==> src/design/ddct_pkg.sv <==
// Shared types and constants for the debounced double-click toggle.
`timescale 1ns / 1ps

package ddct_pkg;

    localparam int TICK_W = 16;
    localparam int CFG_IDX_W = 2;

    localparam logic [TICK_W-1:0] DEBOUNCE_TICKS_RST = 16'd50;
    localparam logic [TICK_W-1:0] WINDOW_TICKS_RST = 16'd1000;

    localparam logic [CFG_IDX_W-1:0] REG_DEBOUNCE_TICKS = 2'd0;
    localparam logic [CFG_IDX_W-1:0] REG_WINDOW_TICKS = 2'd1;

    typedef struct packed {
        logic [TICK_W-1:0] debounce_ticks;
        logic [TICK_W-1:0] window_ticks;
    } cfg_t;

    typedef struct packed {
        logic toggled;
        logic first_click;
        logic active;
    } result_t;

endpackage

==> src/design/ddct_cfg_regs.sv <==
// Configuration register file: debounce and window lengths.
`timescale 1ns / 1ps

module ddct_cfg_regs
    import ddct_pkg::*;
(
    input  logic                 aclk,
    input  logic                 aresetn,
    input  logic                 wr_en,
    input  logic [CFG_IDX_W-1:0] wr_index,
    input  logic [TICK_W-1:0]    wr_data,
    output cfg_t                 cfg
);

    cfg_t cfg_reg;
    cfg_t cfg_next;

    always_comb begin
        cfg_next = cfg_reg;
        if (wr_en) begin
            case (wr_index)
                REG_DEBOUNCE_TICKS: cfg_next.debounce_ticks = wr_data;
                REG_WINDOW_TICKS:   cfg_next.window_ticks = wr_data;
                default:            cfg_next = cfg_reg; // unknown index: ignored
            endcase
        end
    end

    always_ff @(posedge aclk) begin
        if (!aresetn) begin
            cfg_reg.debounce_ticks <= DEBOUNCE_TICKS_RST;
            cfg_reg.window_ticks <= WINDOW_TICKS_RST;
        end else begin
            cfg_reg <= cfg_next;
        end
    end

    assign cfg = cfg_reg;

endmodule

==> src/design/ddct_tick_core.sv <==
// Per-tick state update: debounce timer, click window and the two flags.
`timescale 1ns / 1ps

module ddct_tick_core
    import ddct_pkg::*;
(
    input  logic    aclk,
    input  logic    aresetn,
    input  logic    tick_en,
    input  logic    level,
    input  cfg_t    cfg,
    output result_t result
);

    logic              last_level_reg, last_level_next;
    logic [TICK_W-1:0] deb_count_reg, deb_count_next;
    logic              deb_run_reg, deb_run_next;
    logic              deb_aims_reg, deb_aims_next;
    logic [TICK_W-1:0] win_count_reg, win_count_next;
    logic              win_run_reg, win_run_next;
    logic              pending_reg, pending_next;
    logic              active_reg, active_next;
    logic              toggled;
    logic              deb_expire;
    logic              win_expire;

    always_comb begin
        last_level_next = last_level_reg;
        deb_count_next = deb_count_reg;
        deb_run_next = deb_run_reg;
        deb_aims_next = deb_aims_reg;
        win_count_next = win_count_reg;
        win_run_next = win_run_reg;
        pending_next = pending_reg;
        active_next = active_reg;
        toggled = 1'b0;

        // debounce timer first; a load of 0 or 1 both expire on the next tick
        deb_expire = deb_run_reg && (deb_count_reg <= TICK_W'(1));
        if (deb_expire) begin
            deb_count_next = '0;
            deb_run_next = 1'b0;
            if (level) begin
                if (deb_aims_reg) begin
                    active_next = ~active_reg;
                    toggled = 1'b1;
                    pending_next = 1'b0;
                    win_run_next = 1'b0;
                    win_count_next = '0;
                end else begin
                    pending_next = ~pending_reg;
                end
            end
        end else if (deb_run_reg) begin
            deb_count_next = deb_count_reg - TICK_W'(1);
        end

        // window timer sees the state left by the debounce expiry
        win_expire = win_run_next && (win_count_next <= TICK_W'(1));
        if (win_expire) begin
            win_count_next = '0;
            win_run_next = 1'b0;
            pending_next = 1'b0;
        end else if (win_run_next) begin
            win_count_next = win_count_next - TICK_W'(1);
        end

        // edge handling last
        if (level != last_level_reg) begin
            deb_count_next = cfg.debounce_ticks;
            deb_run_next = 1'b1;
            deb_aims_next = pending_next;
            if (!pending_next) begin
                win_count_next = cfg.window_ticks;
                win_run_next = 1'b1;
            end
            last_level_next = level;
        end
    end

    always_ff @(posedge aclk) begin
        if (!aresetn) begin
            last_level_reg <= 1'b1;
            deb_count_reg <= '0;
            deb_run_reg <= 1'b0;
            deb_aims_reg <= 1'b0;
            win_count_reg <= '0;
            win_run_reg <= 1'b0;
            pending_reg <= 1'b0;
            active_reg <= 1'b0;
        end else if (tick_en) begin
            last_level_reg <= last_level_next;
            deb_count_reg <= deb_count_next;
            deb_run_reg <= deb_run_next;
            deb_aims_reg <= deb_aims_next;
            win_count_reg <= win_count_next;
            win_run_reg <= win_run_next;
            pending_reg <= pending_next;
            active_reg <= active_next;
        end
    end

    assign result.active = active_next;
    assign result.first_click = pending_next;
    assign result.toggled = toggled;

endmodule

==> src/design/ddct_out_buf.sv <==
// Two-entry result buffer between the tick core and the output channel.
`timescale 1ns / 1ps

module ddct_out_buf
    import ddct_pkg::*;
(
    input  logic    aclk,
    input  logic    aresetn,
    input  logic    wr_valid,
    output logic    wr_ready,
    input  result_t wr_data,
    output logic    rd_valid,
    input  logic    rd_ready,
    output result_t rd_data
);

    result_t    slot_reg [2];
    logic [1:0] count_reg, count_next;
    logic       wr_ptr_reg, wr_ptr_next;
    logic       rd_ptr_reg, rd_ptr_next;
    logic       push;
    logic       pop;

    assign wr_ready = (count_reg != 2'd2);
    assign rd_valid = (count_reg != 2'd0);
    assign rd_data = slot_reg[rd_ptr_reg];
    assign push = wr_valid && wr_ready;
    assign pop = rd_valid && rd_ready;

    always_comb begin
        wr_ptr_next = push ? ~wr_ptr_reg : wr_ptr_reg;
        rd_ptr_next = pop ? ~rd_ptr_reg : rd_ptr_reg;
        count_next = count_reg;
        if (push && !pop) begin
            count_next = count_reg + 2'd1;
        end else if (pop && !push) begin
            count_next = count_reg - 2'd1;
        end
    end

    always_ff @(posedge aclk) begin
        if (!aresetn) begin
            count_reg <= 2'd0;
            wr_ptr_reg <= 1'b0;
            rd_ptr_reg <= 1'b0;
        end else begin
            count_reg <= count_next;
            wr_ptr_reg <= wr_ptr_next;
            rd_ptr_reg <= rd_ptr_next;
        end
    end

    always_ff @(posedge aclk) begin
        if (push) begin
            slot_reg[wr_ptr_reg] <= wr_data;
        end
    end

endmodule

==> src/design/debounced_double_click_toggle.sv <==
// Top level of the debounced double-click toggle.
`timescale 1ns / 1ps
//
// Usage:
//   s_ channel: one item per timer tick, s_tdata[0] = raw pin level.
//   m_ channel: one item per input item: active, first_click, toggled.
//   cfg channel: cfg_index 0 = debounce ticks, 1 = window ticks; other
//     indexes are ignored. Always ready; write only while idle.
// Each result is registered into the result buffer when its input item is accepted.
// Throughput: one item per cycle while the buffer has room. The whole tick
//   update (two down counters, edge detect, flag toggles) sits between the state
//   registers and a two-entry result buffer, so nothing iterates.
// Stall: while m_tready is low the buffer holds up to two results; s_tready
//   drops only when both entries are occupied. No item is lost or repeated.
// Reset (aresetn low, synchronous): pin history reads high, timers stopped,
//   flags clear, buffer empty, registers back to 50 and 1000 ticks.
// A length of 0 acts as 1. New lengths apply at the next timer load.

module debounced_double_click_toggle
    import ddct_pkg::*;
(
    input  logic                 aclk,
    input  logic                 aresetn,
    input  logic                 s_tvalid,
    output logic                 s_tready,
    input  logic [7:0]           s_tdata,   // [0] pin_level, [7:1] zero
    output logic                 m_tvalid,
    input  logic                 m_tready,
    output logic [7:0]           m_tdata,   // [0] active, [1] first_click,
                                            // [2] toggled, [7:3] zero
    input  logic                 cfg_valid,
    output logic                 cfg_ready,
    input  logic [CFG_IDX_W-1:0] cfg_index,
    input  logic [TICK_W-1:0]    cfg_data
);

    cfg_t    cfg;
    result_t tick_result;
    result_t out_result;
    logic    accept;
    logic    buf_ready;

    assign cfg_ready = 1'b1;
    assign s_tready = buf_ready;
    assign accept = s_tvalid && buf_ready;

    ddct_cfg_regs u_cfg (
        .aclk     (aclk),
        .aresetn  (aresetn),
        .wr_en    (cfg_valid && cfg_ready),
        .wr_index (cfg_index),
        .wr_data  (cfg_data),
        .cfg      (cfg)
    );

    ddct_tick_core u_core (
        .aclk    (aclk),
        .aresetn (aresetn),
        .tick_en (accept),
        .level   (s_tdata[0]),
        .cfg     (cfg),
        .result  (tick_result)
    );

    ddct_out_buf u_buf (
        .aclk     (aclk),
        .aresetn  (aresetn),
        .wr_valid (s_tvalid),
        .wr_ready (buf_ready),
        .wr_data  (tick_result),
        .rd_valid (m_tvalid),
        .rd_ready (m_tready),
        .rd_data  (out_result)
    );

    assign m_tdata = {5'b0, out_result.toggled, out_result.first_click, out_result.active};

endmodule

==> config.mk <==
export PLATFORM = sky130hd
export DESIGN_NAME = debounced_double_click_toggle
export DESIGN_NICKNAME = d
export VERILOG_FILES = /design/src/design/ddct_pkg.sv /design/src/design/ddct_cfg_regs.sv /design/src/design/ddct_tick_core.sv /design/src/design/ddct_out_buf.sv /design/src/design/debounced_double_click_toggle.sv
export SDC_FILE = /design/constraint.sdc
export NUM_CORES = 1
export LEC_CHECK = 0
export BUFFER_PORTS_ARGS = -buffer_cell sky130_fd_sc_hd__clkbuf_2
export CAP_MARGIN = 40
export CORE_MARGIN = 3
export CORE_UTILIZATION = 60
export CTS_CLUSTER_SIZE = 14
export DETAILED_ROUTE_END_ITERATION = 8
export GPL_TIMING_DRIVEN = 0
export HOLD_SLACK_MARGIN = 0.15
export PLACE_DENSITY_LB_ADDON = 0.15
export SYNTH_ARGS = -nofsm -noshare
export SYNTH_HDL_FRONTEND = slang
export SYNTH_HIERARCHICAL = 1
export SYNTH_SLANG_ARGS = --single-unit
==> constraint.sdc <==
create_clock -name aclk -period 4.51 [get_ports aclk]
set_clock_uncertainty 0.15 [all_clocks]
set_input_delay 0.2255 -clock aclk [delete_from_list [all_inputs] [get_ports aclk]]
set_output_delay 0.2255 -clock aclk [all_outputs]
set_load 0.03 [all_outputs]
; Yosys cells after proc, flatten, opt, wreduce, memory -nomap -nowiden
; Memory sizes are Yosys's and may differ from the RTL's. A register that Yosys moved wholly into a read port is not among the register bits.
; Cells that the tools add are included.
[totals]
reg_bits = 74
out_inout_bits = 11
elab_cells = 79
mem_count = 1
mem_bits_rw = 6
[classes]
bitwise = 4
n_addsub = 4
n_mux = 34
eq_ne = 3
order_cmp = 2
n_reduce_logical = 18
[memory_table]
columns = name, words, word_bits, read_ports, rd_ports_with_merged_regs, write_ports, line
row1 = u_buf.slot_reg, 2, 3, 1, 1, 1, ddct_out_buf.sv:17  ; result_t slot_reg [2];
[op_table]
columns = cell, n
row1 = $mux 16, 10
row2 = $le 16x1->1 const B, 2
row3 = $sub 16x1->16 const B, 2
row4 = $mux 1, 22
row5 = $reduce_and 2->1, 5
row6 = $logic_and 1x1->1, 6
row7 = $reduce_bool 2->1, 3
row8 = $mux 2, 2
row9 = $not 1->1, 4
row10 = $reduce_bool 3->1, 1
row11 = $add 2x1->2 const B, 1
row12 = $eq 2x1->1 const B, 1
row13 = $logic_not 1->1, 2
row14 = $logic_not 2->1, 1
row15 = $ne 2x2->1 const B, 1
row16 = $sub 2x1->2 const B, 1
row17 = $ne 1x1->1, 1

; Longest topological paths before layout
[depth]
word_depth = 8
ltp_mapped = 17
ltp_nobuf = 15

; Cells and area by module
; The synthesis kept the hierarchy.
[by_module_without_submodules]
columns = module, seq_area_each_um2, n_inst, area_each_um2, cells_per_inst
row1 = ddct_tick_core, 760.7, 1, 2671.3, 359
row2 = ddct_cfg_regs, 640.6, 1, 1306.3, 132
row3 = ddct_out_buf, 280.3, 1, 447.9, 34
row4 = debounced_double_click_toggle, 0.0, 1, 58.8, 9

; Least setup slack after synthesis
; OpenSTA, ideal clock, no wires.
[synth_timing]
kind = register to register
startpoint = reg u_core.deb_count_reg[8]
endpoint = reg u_core.win_count_reg[15]
path_buffers = 1
required_ns = 4.227
path_stages_with_launch = 14
synth_period_minus_slack_ns = 3.266
arrival_time_ns = 2.983
slack_ns = 1.244
path_cell_list = dfxtp_1 nor4_1 nand2_1 nor2_1 nand3_1 nand2_1 ha_1 nor2_1 or4_4 nor2_2 a31oi_2 buf_2 a32oi_1 a31oi_1
[synth_between]
elab_chain_cells = 8
elab_cells_between_ends = 13
[synth_lines]
columns = element, line
row1 = "start, declared", ddct_tick_core.sv:16  ; logic [TICK_W-1:0] deb_count_reg, deb_count_next;
row2 = "start signal, assigned", ddct_tick_core.sv:93  ; deb_count_reg <= deb_count_next;
row3 = $le 16x1->1 *, ddct_tick_core.sv:39  ; deb_expire = deb_run_reg && (deb_count_reg <= TICK_W'(1));
row4 = $logic_and 1x1->1 *, ddct_tick_core.sv:39
row5 = $mux 16, ddct_tick_core.sv:40  ; if (deb_expire) begin
row6 = $sub 16x1->16 / $le 16x1->1 (equally long branches), "ddct_tick_core.sv:65, ddct_tick_core.sv:59"
row7 = $mux 16 / $logic_and 1x1->1 (equally long branches), "ddct_tick_core.sv:64, ddct_tick_core.sv:59"
row8 = $mux 16 / $mux 1 (equally long branches), ddct_tick_core.sv:60  ; if (win_expire) begin
row9 = $mux 16, ddct_tick_core.sv:73  ; if (!pending_next) begin
row10 = $mux 16 *, ddct_tick_core.sv:69  ; if (level != last_level_reg) begin
row11 = "end signal, assigned", ddct_tick_core.sv:96  ; win_count_reg <= win_count_next;
row12 = "end, declared", ddct_tick_core.sv:19  ; logic [TICK_W-1:0] win_count_reg, win_count_next;
; Mark *: on every way between the ends. The rest lies on a longest branch, timed or not.
; A chain may end at the register's enable or synchronous reset.

; Worst setup path after layout
; Ends and elaborated chain as after synthesis.

==> results.cfg <==
[outcome]
status = finished, final reports clean

[placement]
hpwl_um = 8320
portBuffers = 25
place_congestion = 0.914

[critical_path]
critPathSlowestCell = nor4_1
cp.arrival_ps = 4380
path_depth = 13
r2r-start = u_core/deb_count_reg[8]$_SDFFE_PN0P_
cp-endpoint = u_core/win_count_reg[15]$_SDFFE_PN0P_
reg2reg_depth = 13
r2r_slack_ps = 210
path_buf_inv = 1
cp.required_ps = 4590
r2r_end = u_core/win_count_reg[15]$_SDFFE_PN0P_
cp_cell_sequence = nor4_1 -> nand2_1 -> nor2_1 -> nand3_1 -> nand2_1 -> ha_1 -> nor2_1 -> or4_4 -> nor2_2 -> a31oi_2 -> buf_2 -> a32oi_1 -> a31oi_1
crit_family = simple AND/OR/NAND/NOR gates
worstPathMaxFanout = 10
start_kind = flop
slowest_delay_ps = 670
critPathKind = reg2reg
cp-startpoint = u_core/deb_count_reg[8]$_SDFFE_PN0P_
endpoint_kind = flop

[power_and_ir_drop]
leakagePower_nw = 2.05
p_total_mw = 2.39
power.density_nw_per_um2 = 459
vdd_ir_drop_max_uv = 303

[drt]
ant_nets = 0
viasPerCell = 6.18
avgRoutedWirePerCell_um = 17.5
drc_errors = 0
routed-via-count = 4311
wl_um = 12200
drt_iter0_drc = 319
first_pass_iters = 5

[global_routing]
grt_pass1_vias = 4107
grt_use_met1_pct = 36.7
grt_pass1_wl_um = 20100
grt_max_degree = 15
grtUsageMet2_pct = 52.1
grt_usage_pct = 29.7
grtUsageMet3_pct = 7.07
busiest_layer = met2
antenna_found_initial = 0
grt.overflow.total = 0

[logic_synthesis]
synth_enable_flop_cells = 6
ys_ff_latch = 81
syn_avg_cell_area_sq_um = 8.40
synth_ff_type = dfxtp_1
ys_seq_area_share_pct = 37.5
syn_inst = 534
syn-cell-area_sq_um = 4480
ys_types = 67
synthArstFlopShare_pct = 0
yosysWarnings = 6

[clock_network]
numCtsBuffers = 9
insertion_delay_ps = 370
post_cts_buffers = 0
cts_buffer_depth = 2
h-tree-depth = 3
cts_tree = built
hold_buffers = 22
ctsResizeCount = 0
clock-sinks = 81
path_clk_slew_ps = 80
cts_root_buf = clkbuf_8

[sta]
max_freq_mhz = 233
hold_viol = 0
tightest_slew_ps = 782
fin_tns_setup_ps = 0
rsz0062_at_grt = false
timing.slew.headroom_pct = 47.4
min_period_ps = 4300
slew_viol_final = 0
finalCritPeriodShare_pct = 95.3
setup-violations-final = 0

[floorplanning]
io_pins = 42
rows = 30
die_y_um = 92.5
fp.coreArea_sq_um = 7020
dieArea_sq_um = 8550
start_util_pct = 63.9
die_width_um = 92.5

[final_layout]
largest_register_ffs = 32
n_fill_cell = 532
syn_to_final_growth_pct = 15.9
drive_gt1_share_pct = 13.8
diodes = 0
layout.nets = 633

[hold_path]
hold_path_class = in2reg

[run]
drv_cap = 0
synthesized netlist by cell type, drive strengths merged, types with 5 or more instances:
| cell | n | area share (%) |
|---|---|---|
| or4 | 6 | 1.2 |
| inv | 18 | 1.5 |
| a31oi | 18 | 2.7 |
| nand4 | 17 | 2.4 |
| o21ai | 30 | 3.3 |
| nor3 | 24 | 2.7 |
| nand4b | 6 | 1.2 |
| and3 | 5 | 0.70 |
| a21oi | 14 | 1.6 |
| dfxtp | 75 | 33 |
| clkbuf | 19 | 1.6 |
| nor2b | 12 | 1.7 |
| ha | 5 | 1.4 |
| nand3 | 12 | 1.3 |
| mux2i | 28 | 6.3 |
| nor4 | 9 | 1.6 |
| a41oi | 6 | 1.2 |
| xor2 | 7 | 1.4 |
| o211ai | 9 | 1.5 |
| a22oi | 8 | 1.3 |
| edfxtp | 6 | 4.0 |
| xnor2 | 7 | 1.4 |
| nor2 | 40 | 3.4 |
| buf | 24 | 4.2 |
| nand2 | 69 | 5.8 |
where the power goes:
part	internal [mW]	leakage, nW	switching, mW	total [mW]
registers	0.810	0.671	0.0857	0.896
logic	0.334	1.27	0.548	0.882
clock network	0.329	0.113	0.280	0.608
metrics by stage:
stage                     area (sq um)  hold slack [ps]  util [%]  cells  setup WS (ps)
after floorplan                   4500              137         -    538           1240
after global placement            4740              300      67.6    659            519
after detailed placement          4750              306      67.7    660            440
after CTS                         5200              156      74.0    698            408
after global routing              5200              195      74.0    698           65.3
final                             5200              174      74.0    698            211
kinds of logic after synthesis:
| group | synth area share, % |
|---|---|
| compound gates | 17.8 |
| other cells | 0.167 |
| buf+inv | 7.31 |
| fa+ha+maj | 1.40 |
| xor+xnor | 2.73 |
| mux | 7.00 |
| simple gates | 26.1 |
| flops | 37.5 |
cell usage in the layout (no fill, tap or decap), drive strengths merged, types with 7 or more instances in the layout:
cell,netlist,routed
nor3,24,24
mux2i,28,28
clkbuf,19,54
buf,24,25
a22oi,8,8
inv,18,19
nand2,69,69
dfxtp,75,75
a31oi,18,18
nor4,9,9
a21oi,14,14
dlygate4sd3,0,22
xnor2,7,7
xor2,7,7
nor2b,12,12
o211ai,9,9
nor2,40,40
o21ai,30,30
nand4,17,17
nand3,12,12
routing by layer:
metal | vias to the layer above | routed length, um
met1 | 2052 | 5110
li1 | 2063 | -
met2 | 170 | 6110
met5 | - | 0
met3 | 26 | 818
met4 | 0 | 211
worst min-delay path: cells and delay by family:
family	cells	cell delay [ps]
muxes	1	180
buffers and inverters	1	180
and+or+nand+nor	1	60
area by class of cell:
| class | count | area [sq um] | area share [%] |
|---|---|---|---|
| clock inverter | 6 | 90.1 | 1.73 |
| timing repair buffer | 48 | 350 | 6.74 |
| sequential | 81 | 1680 | 32.4 |
| inverter | 18 | 67.6 | 1.30 |
| buffer | 43 | 260 | 5.01 |
| tap | 96 | 120 | 2.31 |
| multi-input combinational | 396 | 2490 | 47.9 |
| clock buffer | 10 | 138 | 2.65 |
worst min path at each step:
| stage | start | endpoint | slack [ps] | cells past startpoint |
|---|---|---|---|---|
| after global placement | u_cfg/cfg[2]$_SDFFE_PN0P_ | u_cfg/cfg[2]$_SDFFE_PN0P_ | 300 | 2 |
| after global routing | s_tdata[0] | u_core/last_level_reg$_SDFFE_PN1P_ | 200 | 3 |
| final | s_tdata[0] | u_core/last_level_reg$_SDFFE_PN1P_ | 170 | 3 |
| after detailed placement | u_cfg/cfg[0]$_SDFFE_PN0P_ | u_cfg/cfg[0]$_SDFFE_PN0P_ | 310 | 2 |
| after CTS | s_tdata[0] | u_core/last_level_reg$_SDFFE_PN1P_ | 160 | 3 |
| after floorplan | aresetn | u_core/last_level_reg$_SDFFE_PN1P_ | 140 | 1 |
Note: power is estimated with default switching activity, not from simulation.
